File: src/sv/npc_pkg.sv
// ============================================================================
// npc_pkg
// Shared types and constants of the nearest palette color block.
// ============================================================================
`default_nettype none

package npc_pkg;

  // Palette capacity and derived widths
  localparam int PALETTE_DEPTH = 256;
  localparam int ADDR_W        = (PALETTE_DEPTH > 1) ? $clog2(PALETTE_DEPTH) : 1;
  localparam int CNT_W         = $clog2(PALETTE_DEPTH + 1);

  // Full-scale channel value used by the brightening step
  localparam logic [7:0] CHAN_FULL = 8'hFF;

  // Brightening divider: numerator 2*255*c + m, divisor 2*m, 8-bit quotient
  localparam int NUM_W = 17;
  localparam int DEN_W = 9;
  localparam int QUO_W = 8;

  // Squared distance, its root and the root pipeline depth
  localparam int DIST_W      = 18;
  localparam int ERR_W       = 9;
  localparam int SQRT_STAGES = 9;

  // Queue between front and back
  localparam int QDEPTH = 4;
  localparam int QPTR_W = 2;

  typedef enum logic {
    FUNC_ADD   = 1'b0,
    FUNC_QUERY = 1'b1
  } npc_func_t;

  typedef struct packed {
    logic       func;
    logic [7:0] red_in;
    logic [7:0] green_in;
    logic [7:0] blue_in;
    logic [7:0] alpha_in;
  } npc_in_t;

  typedef struct packed {
    logic [7:0] red_out;
    logic [7:0] green_out;
    logic [7:0] blue_out;
    logic [7:0] alpha_out;
  } npc_out_t;

  // Classified word held in the queue
  typedef struct packed {
    npc_func_t  func;
    logic [7:0] red;
    logic [7:0] green;
    logic [7:0] blue;
    logic [7:0] alpha;
    logic [7:0] chan_max;
  } npc_qitem_t;

  typedef struct packed {
    logic full;
    logic empty;
  } npc_qstat_t;

  typedef enum logic [2:0] {
    ST_IDLE,
    ST_DIV,
    ST_SCAN,
    ST_DRAIN,
    ST_DONE
  } npc_state_t;

endpackage

`default_nettype wire

File: src/sv/npc_front.sv
// ============================================================================
// npc_front
// Input stage: accepts a word, finds the largest channel and hands the
// classified word to the queue.
// ============================================================================
`default_nettype none

module npc_front (
  input  wire                 clk,
  input  wire                 rst_n,
  input  wire                 in_valid,
  output logic                in_ready,
  input  npc_pkg::npc_in_t    in_data,
  output logic                q_push,
  output npc_pkg::npc_qitem_t q_push_data,
  input  npc_pkg::npc_qstat_t q_stat
);

  logic                fr_valid_r;
  npc_pkg::npc_qitem_t fr_item_r;
  npc_pkg::npc_qitem_t fr_item_nxt;
  logic [7:0]          chan_max;

  always_comb begin
    chan_max = in_data.red_in;
    if (in_data.green_in > chan_max) begin
      chan_max = in_data.green_in;
    end
    if (in_data.blue_in > chan_max) begin
      chan_max = in_data.blue_in;
    end
    fr_item_nxt.func     = npc_pkg::npc_func_t'(in_data.func);
    fr_item_nxt.red      = in_data.red_in;
    fr_item_nxt.green    = in_data.green_in;
    fr_item_nxt.blue     = in_data.blue_in;
    fr_item_nxt.alpha    = in_data.alpha_in;
    fr_item_nxt.chan_max = chan_max;
  end

  assign q_push      = fr_valid_r && !q_stat.full;
  assign q_push_data = fr_item_r;
  assign in_ready    = !fr_valid_r || q_push;

  always_ff @(posedge clk) begin
    if (!rst_n) begin
      fr_valid_r <= 1'b0;
    end else if (in_ready) begin
      fr_valid_r <= in_valid;
    end
  end

  always_ff @(posedge clk) begin
    if (in_valid && in_ready) begin
      fr_item_r <= fr_item_nxt;
    end
  end

endmodule

`default_nettype wire

File: config.mk
export PLATFORM = sky130hd
export DESIGN_NAME = npc_front
export DESIGN_NICKNAME = d
export VERILOG_FILES = /design/src/sv/npc_pkg.sv /design/src/sv/npc_front.sv
export SDC_FILE = /design/constraint.sdc
export NUM_CORES = 1
export LEC_CHECK = 0
export ABC_AREA = 1
export BUFFER_PORTS_ARGS = -buffer_cell sky130_fd_sc_hd__buf_2
export CAP_MARGIN = 40
export CELL_PAD_IN_SITES_DETAIL_PLACEMENT = 1
export CELL_PAD_IN_SITES_GLOBAL_PLACEMENT = 1
export CORE_MARGIN = 2
export CORE_UTILIZATION = 36
export CTS_CLUSTER_DIAMETER = 30
export DETAILED_ROUTE_END_ITERATION = 8
export PLACE_DENSITY = 0.77
export SLEW_MARGIN = 20
export SYNTH_ARGS = -nofsm -noshare
export SYNTH_HDL_FRONTEND = slang
export SYNTH_SLANG_ARGS = --single-unit
File: constraint.sdc
create_clock -name clk -period 3.05 [get_ports clk]
set_input_delay 0.1525 -clock clk [delete_from_list [all_inputs] [get_ports clk]]
set_output_delay 0.1525 -clock clk [all_outputs]
set_load 0.01 [all_outputs]
Word level (Yosys, flattened, before mapping)
Cells that the tools add are included.

cells by class
  order comparisons = 2
  muxes and demuxes = 2
  reductions and logical operators = 5

operators with widths
  operator            count
  > comparator 8 bit  2
  two-way mux 8 bit   2
  logical AND 1 bit   2
  logical NOT 1 bit   2
  logical OR 1 bit    1

word-level totals
  bits in registers = 42
  output and inout bits = 43

Longest topological paths before layout
  depth in word-level cells = 4
  depth in mapped cells = 23
  depth with buffers taken out = 23

Least setup slack after synthesis
No wires, ideal clock.

  path kind = register -> register
  start point = register fr_valid_r
  end point = register fr_item_r, in the netlist q_push_data[0] (enable)
  setup time = 0.453 ns
  data arrival time = 2.324 ns
  setup slack = 0.273 ns
  stages on the path, launching flop included = 2
  clock period less this slack = 2.777 ns
  cells stage by stage = dfxtp_1 > a21oi_1

between the ends
  longest elaborated chain between the ends = 3
  elaborated cells on any way between the ends = 4

RTL lines
  item                                                    line                              source
  start: declaration                                      npc_front.sv:19                   logic fr_valid_r;
  start signal: assignment                                npc_front.sv:48                   fr_valid_r <= in_valid;
  logical NOT 1 bit or logical AND 1 bit (tied branches)  npc_front.sv:42, npc_front.sv:40
  logical OR 1 bit *                                      npc_front.sv:42                   assign in_ready = !fr_valid_r || q_push;
  logical AND 1 bit *                                     npc_front.sv:53                   if (in_valid && in_ready) begin
  end signal: assignment                                  npc_front.sv:54                   fr_item_r <= fr_item_nxt;
  end: declaration                                        npc_front.sv:20                   npc_pkg::npc_qitem_t fr_item_r;

Every way passes the cells marked *; elsewhere a longest branch is shown, timed or not.
A chain may end at the register's enable or synchronous reset.

Worst setup path after layout
  start point = input in_data[27] (netlist bit)
  end point = register fr_item_r, in the netlist q_push_data[5] (data pin)

between the ends
  longest elaborated chain between the ends = 4

RTL lines
  item                 line             source
  start: declaration   npc_front.sv:13  input npc_pkg::npc_in_t in_data,
  > comparator 8 bit   npc_front.sv:26  if (in_data.green_in > chan_max) begin
  two-way mux 8 bit *  npc_front.sv:26
  > comparator 8 bit   npc_front.sv:29  if (in_data.blue_in > chan_max) begin
  two-way mux 8 bit *  npc_front.sv:29
  via chan_max[5]      npc_front.sv:22  logic [7:0] chan_max;

The timed path passes the listed nets; every way through them passes the cells marked *.

==> metrics.txt <==
Syn Inst Count=167; hold depth=1; endpoint of the worst register-to-register path=q_push_data[25]; CTS H-Tree Depth=2; Core Util, Final=0.482; Peak supply drop=0.166 mV; top-area cell type share of the netlist area=0.616; Crit. Startpoint=in_data[27]; vias in the first global route=1534; Syn Nets=221; GPL Wtd Cong=0.768; Port Buffers=79; clock skew after layout=11.1 ps; CTS tree=done; gr ovfl total=0; Worst Setup End Kind=flop; Worst Setup Start Kind=primary input; synthesized flop and latch total=42; Area growth syn-to-layout=31.0%; layout cell share with drive strength beyond 1=0.422; Tot GR Track Use=0.150; fill count=626; DIE AREA=6170 sq um; worst setup path category=in2reg; Worst Hold End=q_push_data[12]; Syn Area/Cell=12.0 sq um; core area=5440 sq um; total chip power=1.42 mW; Hold Crit Start=in_data[4]; Die Ht=78.5 microns; postcts setup bufs=0; commonest cells after routing, fill and taps aside=79 x buf_2, 41 x edfxtp_1, 37 x nand2_1; fin cells=328; Fin. Hold Viols=0; HPWL after DPL=3460 microns; CTS Root Cell=clkbuf_8; cts hold-fix bufs=0; DR pass1 iterations=3; routed via count=1478; Starting Density=0.368; Resized cells post-CTS=0; most common cell after layout, fill and taps aside=buf_2; initial antenna violation count=0; RR Startpoint=fr_valid_r; largest net degree at the start of global routing=22; sequential area share after synthesis=0.626; Reg clk slew, reported paths=80 ps; Nets=309; RSZ-0062 raised after global routing=false; measured slew at the worst slew-check pin=688 ps; CP Data Required Time=3100 ps; Netlist Area Pre-Place=2000 sq um; clock buffer depth=2; min Tclk post-route=2310 ps; ranking of synthesized cells by area=edfxtp_1 62%, ha_1 10%, nand2_1 6.9%; slew margin rel.=0.540; DRT Wirelength=4230 microns; max_cap viols=0; clock sink total=42; DIE WIDTH=78.5 microns; first-pass GRT wire length=7250 microns; Final Cycle Share=0.759; Hold/Removal Path Class=in2reg; setup TNS=0 ps; DRT iter0 DRCs=48; Num CTS Buffers=5; drc violations=0; Pleak=1.28 nW; final setup violation count=0; wire length per cell=12.9 microns; crit path max fanout=9; clock insertion delay at the later pin of the skew report=300 ps; Register-to-Register Path Depth=2; antenna viol nets, final=0; Slew Limit Fails=0; Inst Count DP=320; worst path arrival time=2360 ps; row cnt=27; Netlist cell types=21; # IOs=81; vias per cell=4.51; fmax=432 MHz; n_diodes=0; Ys Warns=0; PD cells=544 nW/um^2; internal reg-to-reg setup slack=1520 ps; outcome=finished clean; cell taking the most area after synthesis=edfxtp_1
## metrics by stage
stage | cell area, sq um | hold WS, ps | worst slack, ps
floorplan | 2000 | 251 | 273
global placement | 2510 | 331 | 468
detailed placement | 2510 | 331 | 372
CTS | 2620 | 20.4 | 700
global route | 2620 | 8.47 | 457
finish | 2620 | 24.0 | 736
## final cells by class
type,instances,area [sq um],share of cell area
Clock buffer,5,68.8,0.0263
Clock inverter,3,40.0,0.0153
Inverter,25,93.8,0.0358
Multi-Input combinational cell,100,666,0.254
Sequential cell,42,1250,0.478
Tap cell,72,90.1,0.0344
Timing Repair Buffer,81,410,0.157
## where the power goes
group          switching (mW)  internal (mW)  total (mW)  leakage, nW
clock network           0.198          0.241       0.439       0.0579
logic                   0.175          0.111       0.285        0.816
registers             0.00975          0.690       0.700        0.405
total                   0.383           1.04        1.42         1.28
## metal layers
layer	global-route usage	part of all wire
met1	0.175	0.41
met2	0.263	0.51
met3	0.0437	0.063
met4	0.0474	0.014
met5	0	0
## synthesized netlist by cell type
library cell,instances
nand2_2,9
edfxtp_1,41
o21bai_1,1
dfxtp_1,1
a21boi_0,1
a21oi_1,6
inv_1,24
nand2_4,3
inv_2,1
nand2_1,37
nand3_1,16
nand4_4,1
nand2_8,1
nor2_4,1
o21a_1,1
nor2_1,3
nand4_1,1
ha_1,16
nor2_2,1
a21o_1,1
and2_4,1
## how the worst max path moves through the flow
stage / endpoint / slack (ps) / cells past startpoint
2_1_floorplan: q_push_data[0] / 270 / 1
3_5_place_dp: q_push_data[5] / 370 / 20
3_3_place_gp: q_push_data[5] / 470 / 20
6_report: q_push_data[5] / 740 / 20
4_1_cts: q_push_data[6] / 700 / 20
5_1_grt: q_push_data[5] / 460 / 20
## logic make-up (layout without fill, tap and decap cells)
| logic type | Yosys count | after routing | share of synthesized area |
|---|---|---|---|
| buffers and inverters | 25 | 114 | 0.0469 |
| DFF | 42 | 42 | 0.626 |
| AOI/OAI and AO/OA | 10 | 10 | 0.0300 |
| and+or+nand+nor | 74 | 74 | 0.197 |
| adders and majority gates | 16 | 16 | 0.100 |
## registers in the layout, indices dropped and copies added (netlist names)
name         cells
q_push_data     41
fr_valid_r       1
## worst max-delay path, cell delays in order
cell     delay (ps)
buf_2            90
inv_1            60
ha_1            300
nand2_1          50
inv_1           110
nand2_1          70
nand2_1          70
nand2_2          60
nand2_4         130
nand2_8         100
nand2_2          80
nand2_1          50
ha_1            290
nand2_1          80
nor2_1          140
nand4_1         150
nand2_4         160
inv_2            90
nand2_1          70
nand2_1          50
(Power assumes the default switching activity.)
