$ cat src/sv/npc_pkg.sv
// ============================================================================
// npc_pkg
// Shared types and constants of the nearest palette color block.
// ============================================================================
`default_nettype none

package npc_pkg;

  // Palette capacity and derived widths
  localparam int PALETTE_DEPTH = 256;
  localparam int ADDR_W        = (PALETTE_DEPTH > 1) ? $clog2(PALETTE_DEPTH) : 1;
  localparam int CNT_W         = $clog2(PALETTE_DEPTH + 1);

  // Full-scale channel value used by the brightening step
  localparam logic [7:0] CHAN_FULL = 8'hFF;

  // Brightening divider: numerator 2*255*c + m, divisor 2*m, 8-bit quotient
  localparam int NUM_W = 17;
  localparam int DEN_W = 9;
  localparam int QUO_W = 8;

  // Squared distance, its root and the root pipeline depth
  localparam int DIST_W      = 18;
  localparam int ERR_W       = 9;
  localparam int SQRT_STAGES = 9;

  // Queue between front and back
  localparam int QDEPTH = 4;
  localparam int QPTR_W = 2;

  typedef enum logic {
    FUNC_ADD   = 1'b0,
    FUNC_QUERY = 1'b1
  } npc_func_t;

  typedef struct packed {
    logic       func;
    logic [7:0] red_in;
    logic [7:0] green_in;
    logic [7:0] blue_in;
    logic [7:0] alpha_in;
  } npc_in_t;

  typedef struct packed {
    logic [7:0] red_out;
    logic [7:0] green_out;
    logic [7:0] blue_out;
    logic [7:0] alpha_out;
  } npc_out_t;

  // Classified word held in the queue
  typedef struct packed {
    npc_func_t  func;
    logic [7:0] red;
    logic [7:0] green;
    logic [7:0] blue;
    logic [7:0] alpha;
    logic [7:0] chan_max;
  } npc_qitem_t;

  typedef struct packed {
    logic full;
    logic empty;
  } npc_qstat_t;

  typedef enum logic [2:0] {
    ST_IDLE,
    ST_DIV,
    ST_SCAN,
    ST_DRAIN,
    ST_DONE
  } npc_state_t;

endpackage

`default_nettype wire

$ cat src/sv/npc_queue.sv
// ============================================================================
// npc_queue
// Small first-in first-out queue that decouples the front from the back.
// ============================================================================
`default_nettype none

module npc_queue (
  input  wire                 clk,
  input  wire                 rst_n,
  input  wire                 push,
  input  npc_pkg::npc_qitem_t push_data,
  input  wire                 pop,
  output npc_pkg::npc_qitem_t pop_data,
  output npc_pkg::npc_qstat_t stat
);

  npc_pkg::npc_qitem_t         slot_r [npc_pkg::QDEPTH];
  logic [npc_pkg::QPTR_W-1:0]  wr_ptr_r;
  logic [npc_pkg::QPTR_W-1:0]  rd_ptr_r;
  logic [npc_pkg::QPTR_W:0]    fill_r;

  assign stat.full  = (fill_r == (npc_pkg::QPTR_W+1)'(npc_pkg::QDEPTH));
  assign stat.empty = (fill_r == '0);
  assign pop_data   = slot_r[rd_ptr_r];

  always_ff @(posedge clk) begin
    if (!rst_n) begin
      wr_ptr_r <= '0;
      rd_ptr_r <= '0;
      fill_r   <= '0;
    end else begin
      if (push) begin
        wr_ptr_r <= wr_ptr_r + 1'b1;
      end
      if (pop) begin
        rd_ptr_r <= rd_ptr_r + 1'b1;
      end
      if (push && !pop) begin
        fill_r <= fill_r + 1'b1;
      end else if (pop && !push) begin
        fill_r <= fill_r - 1'b1;
      end
    end
  end

  always_ff @(posedge clk) begin
    if (push) begin
      slot_r[wr_ptr_r] <= push_data;
    end
  end

endmodule

`default_nettype wire

$ cat config.mk
export PLATFORM = sky130hd
export DESIGN_NAME = npc_queue
export DESIGN_NICKNAME = d
export VERILOG_FILES = /design/src/sv/npc_pkg.sv /design/src/sv/npc_queue.sv
export SDC_FILE = /design/constraint.sdc
export NUM_CORES = 1
export LEC_CHECK = 0
export BUFFER_PORTS_ARGS = -buffer_cell sky130_fd_sc_hd__buf_2
export CORE_MARGIN = 2
export CORE_UTILIZATION = 35
export DETAILED_ROUTE_END_ITERATION = 12
export REMOVE_ABC_BUFFERS = 1
export SLEW_MARGIN = 20
export SYNTH_ARGS = -nofsm -noshare
export SYNTH_HDL_FRONTEND = slang
export SYNTH_SLANG_ARGS = --single-unit
$ cat constraint.sdc
create_clock -name clk -period 1.8 [get_ports clk]
set_input_delay 0.27 -clock clk [delete_from_list [all_inputs] [get_ports clk]]
set_output_delay 0.27 -clock clk [all_outputs]
set_load 0.02 [all_outputs]
Word level (Yosys, flattened, before mapping)
Memories as Yosys holds them, arrays and structs flattened. A register that Yosys moved wholly into a read port is not among the register bits.
Cells that the tools add are included.

word-level totals
  register bits after elaboration = 7
  RAM bits = 164
  bits of input ports = 45
  output and inout port bits = 43
  word-level logic and storage cells = 21
  memories kept = 1

memory list
  name    words  bits a word  rd ports  clocked after memory_dff  wr ports  line             RTL
  slot_r  4      41           1         1                         1         npc_queue.sv:17  npc_pkg::npc_qitem_t slot_r [npc_pkg::QDEPTH];

cells by class
  $add $sub $neg = 4
  eq/ne operators = 1
  muxes and demuxes = 6
  reduce and logical (&&, ||, !) cells = 6

operator list
  kind                                               number
  two-way mux 3 bit                                  2
  adder 2 x 1 -> 2 bit (second input constant)       2
  two-way mux 2 bit                                  2
  adder 3 x 1 -> 3 bit (second input constant)       1
  equality test 3 bit (second input constant)        1
  logical NOT 3 bit                                  1
  subtractor 3 x 1 -> 3 bit (second input constant)  1
  logical AND 1 bit                                  2
  logical NOT 1 bit                                  2
  two-way mux 1 bit                                  2
  nonzero test 2 bit                                 1

Longest topological paths before layout
Gate-level depths: netlist of run 1.

  word-level depth = 4
  depth in mapped cells = 7
  depth with buffers taken out = 7

Worst setup path before layout of run 1
No wires, ideal clock.

  path type = flip-flop to flip-flop
  start point = register wr_ptr_r[0] in the netlist's numbering
  end point = memory slot_r[2][0] in the netlist's numbering, enable pin
  setup time = 0.402 ns
  data arrival time = 1.531 ns
  required time = 1.398 ns
  setup slack = -0.134 ns
  stages on the path, launching flop included = 4
  buffers on the path = 0
  clock period less this slack = 1.934 ns
  cell sequence = dfxtp_1 inv_1 ha_1 and2_1

RTL lines
  item                    line             RTL
  start, declared         npc_queue.sv:18  logic [npc_pkg::QPTR_W-1:0] wr_ptr_r;
  start signal, assigned  npc_queue.sv:33  wr_ptr_r <= wr_ptr_r + 1'b1;
  end, declared           npc_queue.sv:17

No word-level cell before the write port.

==> metrics.txt, run 1 <==
fmax=496 MHz; CTS tree=built; Worst Clk Skew=0.0139 ns; DRC Markers=0; Synthesis Warnings=0; H-Tree Depth=4; CP delay by family, top=multiplexers; Mapped Area=6410 µm²; total power=0.00949 W; nature of the critical path endpoint=primary output; DR WL/cell=19.0 µm; Critical Path Source Type=flip-flop; first-pass GRT wire length=18000 µm; clock root cell=clkbuf_16; vias per cell=4.69; Final Setup Violations=41; clock tree buffer depth=2; Syn Area/Cell=24.9 µm²; Setup CP Type=flip-flop to primary output; IO Count=88; final WL=11700 µm; number of synthesized flops with an enable pin=164; arrival time worst endpoint=1.74 ns; post-synthesis compound-gate area fraction=0.00195; layout cells sized above 1=0.472; largest net degree at the start of global routing=27; CP Max Fanout=6; FF+latch count, synth=173; Synth Area in Simple Gates=0.0142; WP buf/inv=3; Clock Latency Late Sink=0.43 ns; initial antenna violation count=1; RR Startpoint=fill_r[0]; Initial Util=0.357; largest family of logic cells by synthesized area=multiplexers; prevailing post-synth register cell=edfxtp_1; Adder-Cell Fraction of Synth Area=0.0129; Seq/Total Area, Yosys=0.796; cell at the slowest stage of the critical path=mux4_2; Die H=139 µm; hold slack=0.0576 ns; Final Hold Fails=0; non-filler instance count after layout=616; Die Area=19400 µm²; mux contribution to synthesized area=0.148; RSZ-0062 raised after global routing=yes; most frequent cells after synthesis=edfxtp_1, mux4_2, and2_1, dfxtp_1, ha_1; DR pass1 iterations=4; Final ANT Viol Nets=0; Die X-Extent=139 µm; Remaining Overflow, GRT=0; core area=18000 µm²; Syn Inst Count=258; R2R depth=4; HP Class=input pin to flip-flop; vias in the first global route=3223; CP dominant cell by count=buf_6; CP required=1.53 ns; synth top area cells=edfxtp_1, mux4_2, dfxtp_1; max incr delay on CP=0.51 ns; HP Start=push_data[2]; num rows=49; placed cell count=579; Synth cell types=22; CTS clk-pin slew, worst paths=0.07 ns; Slew HR=0.699; Iteration-0 DRC Markers=149; minimum clock period after layout=2.01 ns; Num CTS Buffers=17; worst slew pin tran=0.452 ns; critical path, cell by cell=buf_6, buf_12, mux4_2, buf_6; I/O Buffers=87; GRT Total Usage=0.127; hold path cells=1; XOR/XNOR share of the synthesized area=0.00683; top-count cell post-synth=edfxtp_1; Synth-to-Final Area Change=24.3%; Vias=2891; reg-to-reg slack, setup=0.28 ns; pre-CTS setup slack=0.0224 ns; fraction of registers with async set/reset=0; Final Cycle Share=1.12; Final Core Density=0.444; Hold Path End=slot_r[3][2]; hpwl dp=7170 µm; Cell Pwr Density=1190 nW/µm²; status=finished, violations left; RePlAce Congestion=0.672; NumNets Final=424; maximum VDD drop=633 µV; Slew Limit Fails=0; Yosys top cell area share=0.768; setup slack after layout=-0.214 ns; leakage=2.73 nW; area leader, netlist=edfxtp_1; clock sinks=173; failing checks=negative setup slack; max_cap viols=0; Worst R2R End=fill_r[2]
per-stage QoR:
stage / TNS [ns] / area [µm²]
2_1_floorplan: -61.16 / 6300
3_3_place_gp: 0 / 7230
3_5_place_dp: 0 / 7230
4_1_cts: -8.93 / 7980
5_1_grt: -9.87 / 7970
6_report: -6.99 / 7970
cell families (layout without fill, tap and decap cells):
group                      after synthesis  count (layout)
muxes                                   43              43
adders and majority gates                6               6
AOI/OAI and AO/OA                        2               2
and+or+nand+nor                         15              15
buffers and inverters                   14             142
DFF                                    173             173
xor gates and xnor gates                 5               5
other                                    0               1
layer usage:
metal	global-route usage	routed length [µm]
met1	0.154	4950
met3	0.0372	544
met5	0	0
met2	0.216	6060
met4	0.0494	138
registers in the layout, summed over array words and instances, names as in the netlist, named ones only:
| signal | count |
|---|---|
| rd_ptr_r | 2 |
| fill_r | 3 |
| slot_r | 164 |
| wr_ptr_r | 2 |
what timing repair did:
item / in CTS / in global routing
gates resized for setup: 28 / 19
hold buffers: 0 / 0
gates cloned: 1 / 0
setup buffers: 6 / 0
endpoints found under the setup margin: 41 / 41
worst max path at each step:
stage	startpoint	endpoint	slack (ns)	depth (start not counted)
3_3_place_gp	pop	fill_r[2]	0.09	8
4_1_cts	flip-flop	pop_data[17]	-0.25	4
2_1_floorplan	flip-flop	pop_data[36]	-1.08	1
3_5_place_dp	pop	fill_r[2]	0.02	8
5_1_grt	flip-flop	pop_data[28]	-0.28	4
6_report	flip-flop	pop_data[28]	-0.21	4
layout by cell type, fill, tap and decap left out:
cell / netlist / routed
mux4_2: 40 / 41
and2_1: 9 / 5
buf_2: 4 / 67
buf_12: 4 / 5
edfxtp_1: 164 / 164
mux2i_1: 2 / 2
xor2_1: 3 / 3
diode_2: 0 / 1
bufinv_16: 0 / 3
buf_4: 0 / 9
buf_6: 1 / 25
dfxtp_2: 0 / 1
xnor2_1: 2 / 2
fa_1: 1 / 1
clkbuf_16: 0 / 17
ha_1: 5 / 5
clkinvlp_4: 0 / 2
a21boi_0: 1 / 1
clkinv_4: 0 / 2
or3_1: 1 / 1
clkinv_2: 0 / 2
dfxtp_4: 0 / 1
nor3b_1: 1 / 1
nor3_1: 1 / 1
dfxtp_1: 9 / 7
nor2b_1: 2 / 2
and2_2: 0 / 4
nand2_1: 1 / 1
o21ai_0: 1 / 1
inv_1: 4 / 4
inv_6: 0 / 3
clkinv_1: 0 / 3
power breakdown:
part	switching, W	internal [W]	total [W]
Combinational	0.000604	0.000539	0.00114
Sequential	0.0000612	0.00462	0.00468
Clock	0.00149	0.00218	0.00367
Total	0.00215	0.00733	0.00949
final cells by class:
| cell class | instances | area (µm²) |
|---|---|---|
| antenna | 1 | 2.50 |
| clock buffer | 17 | 425 |
| clock inverter | 15 | 170 |
| fill | 1550 | 9990 |
| inverter | 4 | 15.0 |
| multi-input combinational | 71 | 1180 |
| sequential | 173 | 5110 |
| tap | 229 | 287 |
| timing repair buffer | 106 | 785 |
Power figures use the tool's default switching activity.
==> inputs of run 2 (changes only) <==
Settings changed: ABC_AREA set to 1.
==> metrics.txt, run 2 <==
Final ANT Viol Nets=0 (unchanged); I/O Buffers=87 (unchanged); Slew Limit Fails=0 (unchanged); NumNets Final=624 (was 424); RePlAce Congestion=0.776 (was 0.672); Syn Inst Count=454 (was 258); Post-CTS Hold Buffers=0 (unchanged); max reg flops=164 (unchanged); clock tree buffer depth=2 (unchanged); Clock Latency Late Sink=0.44 ns (was 0.43 ns); Reg with most FFs=slot_r (unchanged); Initial Util=0.360 (was 0.357); H-Tree Depth=4 (unchanged); Final TNS setup=-1.65 ns (was -6.99 ns); RSZ-0062 raised after global routing=yes (unchanged); Setup CP Type=flip-flop to primary output (unchanged); biggest regs=slot_r (164), fill_r (3) (unchanged); post-route cell area=8660 µm² (was 7970 µm²); DR WL/cell=20.1 µm (was 19.0 µm); FF+latch count, synth=173 (unchanged); leakage=3.14 nW (was 2.73 nW); status=finished, violations left (unchanged); number of synthesized flops with an enable pin=164 (unchanged); most frequent cells in the layout=edfxtp_1, nor2_1, o21ai_1 (was edfxtp_1, buf_2, mux4_2); Worst Clk Skew=0.0116 ns (was 0.0139 ns); vias per cell=5.17 (was 4.69); Fillers=1563 (was 1550); critical path, cell by cell=buf_6, inv_6, clkbuf_16, nor2_1, o22ai_1, buf_4 (was buf_6, buf_12, mux4_2, buf_6); Slew HR=0.770 (was 0.699); Critical Path Source Type=flip-flop (unchanged); Yosys top cell area share=0.756 (was 0.768); Remaining Overflow, GRT=0 (unchanged); Synthesis Warnings=0 (unchanged); layout cells sized above 1=0.329 (was 0.472); CTS tree=built (unchanged); CP delay by family, top=buffers and inverters (was multiplexers); Die H=140 µm (was 139 µm); arrival time worst endpoint=1.61 ns (was 1.74 ns); first-pass GRT wire length=22400 µm (was 18000 µm); Synth cell types=18 (was 22); most frequent cells after synthesis=edfxtp_1, nor2_1, o21ai_1 (was edfxtp_1, mux4_2, and2_1, dfxtp_1, ha_1); Placed Area=7290 µm² (was 7230 µm²); total power=0.00977 W (was 0.00949 W); largest net degree at the start of global routing=43 (was 27); fmax=531 MHz (was 496 MHz); Final Cycle Share=1.05 (was 1.12); WP buf/inv=4 (was 3); Final Setup Violations=41 (unchanged); setup slack after layout=-0.0829 ns (was -0.214 ns); CP Max Fanout=6 (unchanged); CTS clk-pin slew, worst paths=0.07 ns (about the same); Cell Pwr Density=1130 nW/µm² (was 1190 nW/µm²); Iteration-0 DRC Markers=344 (was 149); Vias=4211 (was 2891); minimum clock period after layout=1.88 ns (was 2.01 ns); worst slew pin tran=0.344 ns (was 0.452 ns); Seq/Total Area, Yosys=0.783 (was 0.796); failing checks=negative setup slack (unchanged); clock root cell=clkbuf_16 (unchanged); Die Area=19700 µm² (was 19400 µm²); Num CTS Buffers=17 (unchanged); vias in the first global route=4137 (was 3223); Final Hold Fails=0 (unchanged); num rows=49 (unchanged); final WL=16400 µm (was 11700 µm); HP Class=input pin to flip-flop (unchanged); Syn Area/Cell=14.4 µm² (was 24.9 µm²); synth top area cells=edfxtp_1, nor2_1, o22ai_1 (was edfxtp_1, mux4_2, dfxtp_1); area leader, netlist=edfxtp_1 (unchanged); cell at the slowest stage of the critical path=dfxtp_4 (was mux4_2); Die X-Extent=140 µm (was 139 µm); top-count cell post-synth=edfxtp_1 (unchanged); clock sinks=173 (unchanged); Synth-to-Final Area Change=32.8% (was 24.3%); GRT Total Usage=0.151 (was 0.127); commonest non-fill, non-tap cell in the layout=edfxtp_1 (unchanged); max_cap viols=0 (unchanged); DR pass1 iterations=4 (unchanged); maximum VDD drop=684 µV (was 633 µV); CP required=1.53 ns (about the same); hpwl dp=8590 µm (was 7170 µm); prevailing post-synth register cell=edfxtp_1 (unchanged); initial antenna violation count=1 (unchanged); DRC Markers=0 (unchanged); max incr delay on CP=0.37 ns (was 0.51 ns); core area=18100 µm² (was 18000 µm²); ANT cells=0 (was 1); IO Count=88 (unchanged); fraction of registers with async set/reset=0 (unchanged); Mapped Area=6520 µm² (was 6410 µm²); nature of the critical path endpoint=primary output (unchanged); hold slack=0.0479 ns (was 0.0576 ns)
-- run 2: changes by cell type after synthesis, moves of 9 or more --
cell | before | now
nor2_1 | 0 | 87
mux4_2 | 40 | 0
o21ai_1 | 0 | 47
o22ai_1 | 0 | 41
buf_2 | 4 | 16
o21ai_0 | 1 | 41
and2_1 | 9 | 0
inv_1 | 4 | 15
-- run 2: path summary, 6_finish.rpt --
kind | from | endpoint | slack [ns] | cells past startpoint
worst min-delay path | push_data[23] | slot_r[0][23] | 0.05 | 1
worst min register to register | rd_ptr_r[1] | flip-flop | 0.44 | 1
worst max register to register | wr_ptr_r[0] | slot_r[3][11] | 0.41 | 4
worst max-delay path | flip-flop | pop_data[15] | -0.08 | 6
-- run 2: final cells by class --
cell class                 count  area [µm²]  area share
clock buffer                  21         440      0.0509
clock inverter                11         170      0.0197
inverter                      17        76.3     0.00882
multi-input combinational    239        1330       0.154
sequential                   173        5110       0.590
tap                          229         287      0.0331
timing repair buffer         123        1220       0.141
timing repair inverter         2        20.0     0.00231
-- run 2: layer usage --
metal,track usage,up-vias,wire [µm]
li1,-,1930,-
met1,0.180,2160,6960
met2,0.260,107,8410
met3,0.0468,12,887
met4,0.0564,2,95
met5,0,-,13
-- run 2: cell families after synthesis --
family / synth area share
compound gates: 0.110
fa+ha+maj: 0.0127
buf+inv: 0.0353
flops: 0.783
simple gates: 0.0586
-- run 2: what timing repair did --
item                                   in CTS  in global routing
setup buffers                               0                  3
gates resized for setup                    36                101
endpoints found under the hold margin       0                  0
gates cloned                                1                 15
pin swaps                                   3                 19
setup endpoints to repair                  41                 40
-- run 2: through the flow --
stage                     utilization  instances  setup WS (ns)
final                           0.479        815        -0.0829
after global routing            0.479        815         -0.142
after CTS                       0.445        797        -0.0877
after detailed placement        0.403        764          0.219
after global placement          0.403        764          0.308
after floorplan                     -        429          -1.44
-- run 2: where the power goes --
part | switching, W | leakage, nW | internal (W)
logic | 0.000769 | 1.27 | 0.000557
registers | 0.0000554 | 1.58 | 0.00459
clock network | 0.00147 | 0.287 | 0.00232
